$ cat src/hdl/mme_pkg.sv
// Shared constants, codes and controller/datapath interface types for the matrix multiply engine.
package mme_pkg;

    localparam int VALUE_W   = 16;
    localparam int PROD_W    = 2 * VALUE_W;
    localparam int SUM_W     = 35;
    localparam int IDX_W     = 3;
    localparam int DIM_W     = 4;
    localparam int CMD_W     = 2;
    localparam int CFG_IDX_W = 2;
    localparam int CFG_W     = 4;

    localparam int MAX_DIM_DEFAULT = 8;

    localparam logic [CMD_W-1:0] CMD_LOAD_A  = 2'd0;
    localparam logic [CMD_W-1:0] CMD_LOAD_B  = 2'd1;
    localparam logic [CMD_W-1:0] CMD_COMPUTE = 2'd2;

    localparam logic [CFG_IDX_W-1:0] CFG_ROWS_A    = 2'd0;
    localparam logic [CFG_IDX_W-1:0] CFG_INNER_DIM = 2'd1;
    localparam logic [CFG_IDX_W-1:0] CFG_COLS_B    = 2'd2;

    localparam logic [DIM_W-1:0] DIM_RESET = 4'd8;

    typedef enum logic [1:0] {
        ST_IDLE,
        ST_MAC,
        ST_DRAIN,
        ST_EMIT
    } state_t;

    typedef struct packed {
        logic wr_a;
        logic wr_b;
        logic rd_en;
        logic acc_clear;
        logic emit;
        logic last;
    } dp_cmd_t;

    typedef struct packed {
        logic out_free;
    } dp_status_t;

endpackage

$ cat src/hdl/mme_ctrl.sv
// Controller: configuration registers, input handshake and the row/column/inner-index sequencer.
module mme_ctrl #(
    parameter int MAX_DIM = mme_pkg::MAX_DIM_DEFAULT
) (
    input  logic                          aclk,
    input  logic                          aresetn,
    input  logic                          cfg_wr_en,
    input  logic [mme_pkg::CFG_IDX_W-1:0] cfg_index,
    input  logic [mme_pkg::CFG_W-1:0]     cfg_data,
    input  logic                          s_valid,
    output logic                          s_ready,
    input  logic [mme_pkg::CMD_W-1:0]     s_cmd,
    input  logic [mme_pkg::IDX_W-1:0]     s_row,
    input  logic [mme_pkg::IDX_W-1:0]     s_col,
    output mme_pkg::dp_cmd_t              dp_cmd,
    input  mme_pkg::dp_status_t           dp_status,
    output logic [((MAX_DIM > 1) ? $clog2(MAX_DIM * MAX_DIM) : 1)-1:0] wr_addr,
    output logic [((MAX_DIM > 1) ? $clog2(MAX_DIM * MAX_DIM) : 1)-1:0] rd_addr_a,
    output logic [((MAX_DIM > 1) ? $clog2(MAX_DIM * MAX_DIM) : 1)-1:0] rd_addr_b,
    output logic [mme_pkg::IDX_W-1:0]     out_row,
    output logic [mme_pkg::IDX_W-1:0]     out_col
);
    import mme_pkg::*;

    localparam int CNT_W  = $clog2(MAX_DIM + 1);
    localparam int AW     = (MAX_DIM > 1) ? $clog2(MAX_DIM * MAX_DIM) : 1;
    localparam int CALC_W = 7;

    state_t state_reg, state_next;
    logic [DIM_W-1:0] rows_a_reg, inner_dim_reg, cols_b_reg;
    logic [CNT_W-1:0] r_reg, r_next, c_reg, c_next, k_reg, k_next;
    logic             drain_reg, drain_next;

    logic [DIM_W-1:0] nr, nk, nc;
    logic             accept, load_a_ok, load_b_ok, k_last, r_last, c_last;

    // Dimensions above the store size act as the store size
    assign nr = (rows_a_reg > DIM_W'(MAX_DIM)) ? DIM_W'(MAX_DIM) : rows_a_reg;
    assign nk = (inner_dim_reg > DIM_W'(MAX_DIM)) ? DIM_W'(MAX_DIM) : inner_dim_reg;
    assign nc = (cols_b_reg > DIM_W'(MAX_DIM)) ? DIM_W'(MAX_DIM) : cols_b_reg;

    assign s_ready = (state_reg == ST_IDLE);
    assign accept  = s_valid && s_ready;

    assign load_a_ok = (DIM_W'(s_row) < nr) && (DIM_W'(s_col) < nk);
    assign load_b_ok = (DIM_W'(s_row) < nk) && (DIM_W'(s_col) < nc);

    assign k_last = (DIM_W'(k_reg) + DIM_W'(1)) == nk;
    assign r_last = (DIM_W'(r_reg) + DIM_W'(1)) == nr;
    assign c_last = (DIM_W'(c_reg) + DIM_W'(1)) == nc;

    assign wr_addr   = AW'(CALC_W'(s_row) * CALC_W'(MAX_DIM) + CALC_W'(s_col));
    assign rd_addr_a = AW'(CALC_W'(r_reg) * CALC_W'(MAX_DIM) + CALC_W'(k_reg));
    assign rd_addr_b = AW'(CALC_W'(k_reg) * CALC_W'(MAX_DIM) + CALC_W'(c_reg));
    assign out_row   = IDX_W'(r_reg);
    assign out_col   = IDX_W'(c_reg);

    always_ff @(posedge aclk) begin
        if (!aresetn) begin
            rows_a_reg    <= DIM_RESET;
            inner_dim_reg <= DIM_RESET;
            cols_b_reg    <= DIM_RESET;
        end else if (cfg_wr_en) begin
            unique case (cfg_index)
                CFG_ROWS_A:    rows_a_reg    <= cfg_data;
                CFG_INNER_DIM: inner_dim_reg <= cfg_data;
                CFG_COLS_B:    cols_b_reg    <= cfg_data;
                default: ;
            endcase
        end
    end

    always_ff @(posedge aclk) begin
        if (!aresetn) begin
            state_reg <= ST_IDLE;
            r_reg     <= '0;
            c_reg     <= '0;
            k_reg     <= '0;
            drain_reg <= 1'b0;
        end else begin
            state_reg <= state_next;
            r_reg     <= r_next;
            c_reg     <= c_next;
            k_reg     <= k_next;
            drain_reg <= drain_next;
        end
    end

    always_comb begin
        state_next = state_reg;
        r_next     = r_reg;
        c_next     = c_reg;
        k_next     = k_reg;
        drain_next = drain_reg;
        dp_cmd     = '0;

        unique case (state_reg)
            ST_IDLE: begin
                dp_cmd.acc_clear = 1'b1;
                if (accept) begin
                    unique case (s_cmd)
                        CMD_LOAD_A: dp_cmd.wr_a = load_a_ok;
                        CMD_LOAD_B: dp_cmd.wr_b = load_b_ok;
                        CMD_COMPUTE: begin
                            // Empty product: drop the transaction without results
                            if (nr != '0 && nc != '0) begin
                                r_next     = '0;
                                c_next     = '0;
                                k_next     = '0;
                                state_next = (nk == '0) ? ST_EMIT : ST_MAC;
                            end
                        end
                        default: ;
                    endcase
                end
            end
            ST_MAC: begin
                dp_cmd.rd_en = 1'b1;
                if (k_last) begin
                    k_next     = '0;
                    drain_next = 1'b0;
                    state_next = ST_DRAIN;
                end else begin
                    k_next = k_reg + CNT_W'(1);
                end
            end
            ST_DRAIN: begin
                // Wait for read and multiply stages to land in the accumulator
                drain_next = 1'b1;
                if (drain_reg) begin
                    state_next = ST_EMIT;
                end
            end
            ST_EMIT: begin
                if (dp_status.out_free) begin
                    dp_cmd.emit      = 1'b1;
                    dp_cmd.acc_clear = 1'b1;
                    dp_cmd.last      = r_last && c_last;
                    if (r_last && c_last) begin
                        state_next = ST_IDLE;
                    end else begin
                        if (c_last) begin
                            c_next = '0;
                            r_next = r_reg + CNT_W'(1);
                        end else begin
                            c_next = c_reg + CNT_W'(1);
                        end
                        state_next = (nk == '0) ? ST_EMIT : ST_MAC;
                    end
                end
            end
            default: state_next = ST_IDLE;
        endcase
    end

endmodule

$ cat src/hdl/mme_dp.sv
// Datapath: A and B stores, multiply-accumulate pipeline and the result output register.
module mme_dp #(
    parameter int MAX_DIM = mme_pkg::MAX_DIM_DEFAULT
) (
    input  logic                             aclk,
    input  logic                             aresetn,
    input  mme_pkg::dp_cmd_t                 dp_cmd,
    output mme_pkg::dp_status_t              dp_status,
    input  logic [((MAX_DIM > 1) ? $clog2(MAX_DIM * MAX_DIM) : 1)-1:0] wr_addr,
    input  logic [((MAX_DIM > 1) ? $clog2(MAX_DIM * MAX_DIM) : 1)-1:0] rd_addr_a,
    input  logic [((MAX_DIM > 1) ? $clog2(MAX_DIM * MAX_DIM) : 1)-1:0] rd_addr_b,
    input  logic signed [mme_pkg::VALUE_W-1:0] wr_data,
    input  logic [mme_pkg::IDX_W-1:0]        out_row,
    input  logic [mme_pkg::IDX_W-1:0]        out_col,
    output logic                             m_valid,
    input  logic                             m_ready,
    output logic [mme_pkg::IDX_W-1:0]        m_out_row,
    output logic [mme_pkg::IDX_W-1:0]        m_out_col,
    output logic signed [mme_pkg::SUM_W-1:0] m_product_value,
    output logic                             m_last
);
    import mme_pkg::*;

    localparam int DEPTH = MAX_DIM * MAX_DIM;

    logic signed [VALUE_W-1:0] store_a_reg [DEPTH];
    logic signed [VALUE_W-1:0] store_b_reg [DEPTH];

    logic signed [VALUE_W-1:0] a_rd_reg, b_rd_reg;
    logic signed [PROD_W-1:0]  prod_reg;
    logic signed [SUM_W-1:0]   acc_reg;
    logic                      rd_vld_reg, prod_vld_reg;

    logic                      out_valid_reg, out_last_reg;
    logic [IDX_W-1:0]          out_row_reg, out_col_reg;
    logic signed [SUM_W-1:0]   out_value_reg;

    assign dp_status.out_free = !out_valid_reg || m_ready;

    always_ff @(posedge aclk) begin
        if (dp_cmd.wr_a) begin
            store_a_reg[wr_addr] <= wr_data;
        end
        if (dp_cmd.rd_en) begin
            a_rd_reg <= store_a_reg[rd_addr_a];
        end
    end

    always_ff @(posedge aclk) begin
        if (dp_cmd.wr_b) begin
            store_b_reg[wr_addr] <= wr_data;
        end
        if (dp_cmd.rd_en) begin
            b_rd_reg <= store_b_reg[rd_addr_b];
        end
    end

    always_ff @(posedge aclk) begin
        if (!aresetn) begin
            rd_vld_reg   <= 1'b0;
            prod_vld_reg <= 1'b0;
        end else begin
            rd_vld_reg   <= dp_cmd.rd_en;
            prod_vld_reg <= rd_vld_reg;
        end
    end

    always_ff @(posedge aclk) begin
        prod_reg <= a_rd_reg * b_rd_reg;
    end

    always_ff @(posedge aclk) begin
        if (!aresetn) begin
            acc_reg <= '0;
        end else if (dp_cmd.acc_clear) begin
            acc_reg <= '0;
        end else if (prod_vld_reg) begin
            acc_reg <= acc_reg + SUM_W'(prod_reg);
        end
    end

    always_ff @(posedge aclk) begin
        if (!aresetn) begin
            out_valid_reg <= 1'b0;
        end else if (dp_cmd.emit) begin
            out_valid_reg <= 1'b1;
        end else if (m_ready) begin
            out_valid_reg <= 1'b0;
        end
    end

    // Capture the finished sum before the accumulator clears on the same edge
    always_ff @(posedge aclk) begin
        if (dp_cmd.emit) begin
            out_row_reg   <= out_row;
            out_col_reg   <= out_col;
            out_value_reg <= acc_reg;
            out_last_reg  <= dp_cmd.last;
        end
    end

    assign m_valid         = out_valid_reg;
    assign m_out_row       = out_row_reg;
    assign m_out_col       = out_col_reg;
    assign m_product_value = out_value_reg;
    assign m_last          = out_last_reg;

endmodule

$ cat src/hdl/matrix_multiply_engine_unit.sv
// Top level of the matrix multiply engine: controller and datapath.
//
// Computes C = A * B on signed Q8.8 elements with exact signed Q19.16 sums (35 bits).
// A load transaction (cmd 0 for A, 1 for B) writes one element and is ignored when its row
// or column lies outside the configured shape; loads are taken back to back.
// A compute transaction (cmd 2) emits rows_a * cols_b results in row-major order, the final
// one flagged by m_last. Each result is built from one store read per inner index through the
// single multiply-accumulate unit, a drain of the registered read and multiply stages, and a
// load of the output register; with inner_dim of zero only the output register is loaded.
// Output backpressure holds the sequencer in place. The next transaction is taken once the
// last result sits in the output register. Store entries are undefined until loaded. The
// user must write the dimension registers only while the engine is idle, which the block
// itself does not enforce; values above MAX_DIM act as MAX_DIM.
module matrix_multiply_engine_unit #(
    parameter int MAX_DIM = mme_pkg::MAX_DIM_DEFAULT
) (
    input  logic                             aclk,
    input  logic                             aresetn,
    input  logic                             cfg_wr_en,
    input  logic [mme_pkg::CFG_IDX_W-1:0]    cfg_index,
    input  logic [mme_pkg::CFG_W-1:0]        cfg_data,
    input  logic                             s_valid,
    output logic                             s_ready,
    input  logic [mme_pkg::CMD_W-1:0]        s_cmd,
    input  logic [mme_pkg::IDX_W-1:0]        s_row,
    input  logic [mme_pkg::IDX_W-1:0]        s_col,
    input  logic signed [mme_pkg::VALUE_W-1:0] s_value,
    output logic                             m_valid,
    input  logic                             m_ready,
    output logic [mme_pkg::IDX_W-1:0]        m_out_row,
    output logic [mme_pkg::IDX_W-1:0]        m_out_col,
    output logic signed [mme_pkg::SUM_W-1:0] m_product_value,
    output logic                             m_last
);
    import mme_pkg::*;

    localparam int AW = (MAX_DIM > 1) ? $clog2(MAX_DIM * MAX_DIM) : 1;

    dp_cmd_t          dp_cmd;
    dp_status_t       dp_status;
    logic [AW-1:0]    wr_addr, rd_addr_a, rd_addr_b;
    logic [IDX_W-1:0] out_row, out_col;

    mme_ctrl #(
        .MAX_DIM(MAX_DIM)
    ) u_ctrl (
        .aclk      (aclk),
        .aresetn   (aresetn),
        .cfg_wr_en (cfg_wr_en),
        .cfg_index (cfg_index),
        .cfg_data  (cfg_data),
        .s_valid   (s_valid),
        .s_ready   (s_ready),
        .s_cmd     (s_cmd),
        .s_row     (s_row),
        .s_col     (s_col),
        .dp_cmd    (dp_cmd),
        .dp_status (dp_status),
        .wr_addr   (wr_addr),
        .rd_addr_a (rd_addr_a),
        .rd_addr_b (rd_addr_b),
        .out_row   (out_row),
        .out_col   (out_col)
    );

    mme_dp #(
        .MAX_DIM(MAX_DIM)
    ) u_dp (
        .aclk            (aclk),
        .aresetn         (aresetn),
        .dp_cmd          (dp_cmd),
        .dp_status       (dp_status),
        .wr_addr         (wr_addr),
        .rd_addr_a       (rd_addr_a),
        .rd_addr_b       (rd_addr_b),
        .wr_data         (s_value),
        .out_row         (out_row),
        .out_col         (out_col),
        .m_valid         (m_valid),
        .m_ready         (m_ready),
        .m_out_row       (m_out_row),
        .m_out_col       (m_out_col),
        .m_product_value (m_product_value),
        .m_last          (m_last)
    );

endmodule

$ cat config.mk
export PLATFORM = sky130hd
export DESIGN_NAME = matrix_multiply_engine_unit
export DESIGN_NICKNAME = d
export VERILOG_FILES = /design/src/hdl/mme_pkg.sv /design/src/hdl/mme_ctrl.sv /design/src/hdl/mme_dp.sv /design/src/hdl/matrix_multiply_engine_unit.sv
export SDC_FILE = /design/constraint.sdc
export NUM_CORES = 2
export LEC_CHECK = 0
export BUFFER_PORTS_ARGS = -buffer_cell sky130_fd_sc_hd__buf_4
export CAP_MARGIN = 20
export CORE_AREA = 2 2 492 494
export CTS_BUF_LIST = sky130_fd_sc_hd__clkbuf_2 sky130_fd_sc_hd__clkbuf_4 sky130_fd_sc_hd__clkbuf_8
export CTS_CLUSTER_SIZE = 24
export DETAILED_ROUTE_END_ITERATION = 6
export DIE_AREA = 0 0 494 496
export MAX_ROUTING_LAYER = met4
export PLACE_DENSITY = 0.65
export SLEW_MARGIN = 20
export SYNTH_ARGS = -nofsm -noshare
export SYNTH_HDL_FRONTEND = slang
export SYNTH_SLANG_ARGS = --single-unit
$ cat constraint.sdc
create_clock -name aclk -period 8.2 [get_ports aclk]
set_clock_uncertainty 0.15 [all_clocks]
set_input_delay 0.41 -clock aclk [delete_from_list [all_inputs] [get_ports aclk]]
set_output_delay 0.41 -clock aclk [all_outputs]
set_load 0.01 [all_outputs]
; Word level (Yosys, flattened, before mapping)
; Memories as Yosys holds them, arrays and structs flattened. A register that Yosys moved wholly into a read port is not among the register bits.
; Index checks and enable logic that the tools add are counted.
[classes]
magnitude_cmp = 7
mux = 41
div = 0
bitwise_logic = 1
shift = 0
addsub = 7
reduce_logical = 27
n_mul = 1
eq_ne = 18
[op_table]
columns = cell, count
row1 = 4-bit 2-to-1 mux, 13
row2 = 35-bit by 32-bit adder with 35-bit output, 1
row3 = 16-bit by 16-bit multiplier with 32-bit output, 1
row4 = 4-bit case mux with 2 select lines, 3
row5 = 2-bit 2-to-1 mux, 11
row6 = 3-bit by 4-bit less-than comparator with 1-bit output, 4
row7 = 4-bit by 1-bit adder with 4-bit output (second input constant), 3
row8 = 6-bit by 4-bit adder with 6-bit output, 2
row9 = 4-bit == test, 3
row10 = 4-bit > comparator (second input constant), 3
row11 = 6-bit AND reduction, 2
row12 = 1-bit 2-to-1 mux, 10
row13 = 2-bit != test (second input constant), 5
row14 = 2-bit AND reduction, 5
row15 = 2-bit == test (second input constant), 4
row16 = 2-bit case mux with 4 select lines, 1
row17 = 2-bit nonzero test, 4
row18 = 4-bit nonzero test, 2
row19 = 7-bit AND reduction, 1
row20 = 6-bit by 3-bit adder with 6-bit output, 1
row21 = 2-bit by 1-bit == test with 1-bit output (second input constant), 3
row22 = 2-bit logical NOT, 3
row23 = 2-bit by 1-bit != test with 1-bit output (second input constant), 3
row24 = 1-bit logical AND, 5
row25 = other kinds (8), 9
[totals]
mem_bits_rw = 2048
wordCells = 121
latchBits = 0
ff_bits = 139
rom_bits = 0
mem_count = 2
output_inout_bits = 44
[memory_table]
columns = memory, depth, word_bits, rd, rd_clocked_by_memory_dff, wr, line_no
row1 = u_dp.store_a_reg, 64, 16, 1, 1, 1, mme_dp.sv:26  ; logic signed [VALUE_W-1:0] store_a_reg [DEPTH];
row2 = u_dp.store_b_reg, 64, 16, 1, 1, 1, mme_dp.sv:27  ; logic signed [VALUE_W-1:0] store_b_reg [DEPTH];

; Logic depth before layout (Yosys ltp)
[depth]
ltp_word = 9
ltp_mapped = 24

; Cells and area by module
; A second synthesis with hierarchy kept.
[unflattened]
cells_unflattened = 4852
hier_area_um2 = 95781.9
[modules_own_cells]
columns = module, instances, seq_area_each_um2, cells_each, area_per_inst_um2
row1 = mme_dp, 1, 65122.5, 4586, 93557.2
row2 = mme_ctrl, 1, 540.5, 266, 2224.6

; Least setup slack after synthesis
; Ideal clock, no wire load.
[synth_path]
path_type = register to register
startpoint = reg u_dp.a_rd_reg[15] (read register of u_dp.store_a_reg)
endpoint = reg u_dp.prod_reg[30]
synth_period_minus_slack_ps = 6325
path_slack_ps = 1875
t_arrival_ps = 6103
path_buffers = 1
stages_incl_launch_ff = 25
required_ps = 7978
setup_ps = 72
path_cell_list = edfxtp_1 > clkbuf_1 > nand2_1 > inv_1 > fa_1 > inv_1 > fa_1 > fa_1 > inv_1 > fa_1 > fa_1 > inv_1 > fa_1 > inv_1 > ha_1 > a21o_1 > a211oi_4 > inv_1 > o22ai_1 > and3b_4 > or4_4 > a31oi_4 > o21bai_2 > o41ai_2 > xnor2_1
[synth_via]
elab_chain_cells = 1
[synth_lines]
columns = item, line_no
row1 = start: declaration, mme_dp.sv:29  ; logic signed [VALUE_W-1:0] a_rd_reg, b_rd_reg;
row2 = 16-bit by 16-bit multiplier with 32-bit output, mme_dp.sv:69  ; prod_reg <= a_rd_reg * b_rd_reg;
row3 = end signal: assignment, mme_dp.sv:69
row4 = end: declaration, mme_dp.sv:30  ; logic signed [PROD_W-1:0] prod_reg;
; Every way passes these cells.
; A chain may end at the register's enable or synchronous reset.

; Worst setup path in the final report
[layout_path]
startpoint = reg u_dp.b_rd_reg[1] (read register of u_dp.store_b_reg)
endpoint = reg u_dp.prod_reg[30]
[layout_via]
elab_chain_cells = 1
[layout_lines]
columns = item, line_no
row1 = start: declaration, mme_dp.sv:29
row2 = 16-bit by 16-bit multiplier with 32-bit output, mme_dp.sv:69
; Every way passes these cells.

==> run summary <==
Worst Path Max Fanout = 16
Site Rows = 180
syn nets = 5229
Num CTS Buffers = 364
highest-count cells in the layout ignoring fill and taps = 2122 x edfxtp_1, 672 x mux4_2, 372 x clkbuf_8, 311 x inv_1, 263 x fa_1
kind of critical path = reg2reg
Hold Crit Class = in2reg
Clock Latency Late Sink = 1.09 ns
largest net degree at the start of global routing = 153
Slew HR = 20.3%
Yosys reg bits = 2219
setup bufs post-CTS = 0
average cell area after synthesis = 19.9 µm²
gr usage total = 19.4%
cts hold-fix bufs = 42
EDFF count, synth = 2122
Final setup viols = 0
crit share post-route = 84.5%
Post-Syn Area = 95400 µm²
final instance area = 108000 µm²
io pins = 79
Data required, critical path = 9.00 ns
post-synthesis cell type count = 75
part of the Yosys area used for sequential elements = 68.8%
fillers = 20268
CTS root buf = clkbuf_8
Die Height = 496 µm
Primary FF master, synth = edfxtp_1
Slew Limit Fails = 0
DP Cell Count = 8024
final wirelength = 230 mm
first-pass GRT wire length = 336 mm
outcome = completed
CTS max path bufs = 4
Antenna Violating Nets Remaining = 0
crit path time final = 6.93 ns
Final Non-Filler Cells = 8704
Core ar. = 240000 µm²
CTS tree = built
1st-pass router iterations = 6
number of buffers inserted by port buffering = 78
WHS = 0.108 ns
clock-pin transition on the worst setup and hold timing paths = 0.06 ns
commonest non-fill, non-tap cell in the layout = edfxtp_1
clk sinks = 2219
DIE AREA = 245000 µm²
Critical Path Source Type = flip-flop
fraction of layout cells with a size suffix above 1 = 27.4%
CP endpoint kind = flip-flop
Max Clock Freq = 0.144 GHz
Initial Util = 39.8%
RePlAce Congestion = 0.858
vias in the first global route = 49340
CP arrival = 7.73 ns
Detailed Route Iter0 Violations = 5108
CTS H-tree depth = 5
final hold vios = 0
Placed Area = 101000 µm²
Syn Inst Count = 4796
setup TNS = 0 ns
Post-CTS Resized = 0
drc violations = 0
number of max-cap violations = 0
via count = 47373
DP HPWL = 139 mm
final net count = 5682
RSZ-0062 raised after global routing = false
Die X = 494 µm
Avg WL per Cell = 26.4 µm
Synth warnings = 0
worst-margin pin slew = 1.20 ns
initial antenna violation count = 14
drt via density = 5.44
total global routing overflow = 0
Post-synth ARST share = 0%
Area Overhead vs Synth = 13.2%
## synth_stat cells (all sizes together) (8+ instances only)
library cell,instances,area share [%]
o21bai,12,0.098
fa,263,5.5
a21o,35,0.28
xnor2,63,0.58
o21ai,36,0.19
nand2,181,0.71
mux2i,36,0.38
mux4,672,16
nand3b,11,0.087
nand3,20,0.10
nand4,12,0.079
nand2b,22,0.14
inv,312,1.2
dfxtp,97,2.0
buf,79,0.37
a21oi,66,0.35
and3,8,0.052
nor2,222,0.87
o21a,12,0.094
xor2,18,0.17
edfxtp,2122,67
ha,135,1.8
nor2b,8,0.052
and2,130,0.85
clkbuf,134,0.53
## cells by family after synthesis
kind of cell    count (synthesis)  synth area share (%)
xor+xnor                       83                 0.792
compound gates                209                  1.45
buf+inv                       526                  2.13
fa+ha+maj                     398                  7.29
simple gates                  653                  3.29
flops                        2219                  68.8
mux                           708                  16.2
## layer usage
metal  routed length, µm  global-route usage (%)
met3               18000                    3.83
met5                   0                       -
met2              112000                    30.3
met4                6580                    6.08
met1               93900                    25.7
## stage by stage
step / setup WS [ns] / utilization [%]
5_1_grt: 1.03 / 45.1
3_3_place_gp: 1.48 / 42.0
3_5_place_dp: 1.32 / 42.0
4_1_cts: 1.27 / 45.1
6_report: 1.27 / 45.1
2_1_floorplan: 1.87 / -
## final cells by class
class | count | area [µm²] | area share, %
sequential | 2219 | 65700 | 60.8
antenna | 7 | 17.5 | 0.0162
clock buffer | 491 | 6010 | 5.57
timing repair buffer | 300 | 2460 | 2.28
tap | 3185 | 3990 | 3.69
multi-input combinational | 2051 | 27800 | 25.7
inverter | 313 | 1170 | 1.09
clock inverter | 138 | 908 | 0.841
## critical path, cell delays in order (launching register included)
cell and delay, ns:
edfxtp_1 0.75, nand2_1 0.21, inv_1 0.17, fa_1 0.44, inv_1 0.10, fa_1 0.41
fa_1 0.52, inv_1 0.06, fa_1 0.44, fa_1 0.54, inv_1 0.07, fa_1 0.47
inv_1 0.04, ha_1 0.34, a21o_1 0.23, a211oi_4 0.28, inv_1 0.08, o22ai_1 0.12
and3b_4 0.24, or4_4 0.46, a31oi_4 0.23, o21bai_2 0.09, o41ai_2 0.24, xnor2_1 0.15
## worst paths after layout
kind / start / cells past startpoint / end / slack [ns]
setup / recovery: u_dp.b_rd_reg[1] / 23 / u_dp.prod_reg[30] / 1.27
hold / removal: s_col[2] / 3 / u_dp.store_b_reg[12][3] / 0.11
setup reg to reg: u_dp.b_rd_reg[1] / 23 / u_dp.prod_reg[30] / 1.27
hold reg to reg: u_dp.acc_reg[34] / 0 / u_dp.m_product_value[34] / 0.32
Power is not shown: default switching activity piles up to over one toggle a cycle in this logic, so the estimate is an artifact.
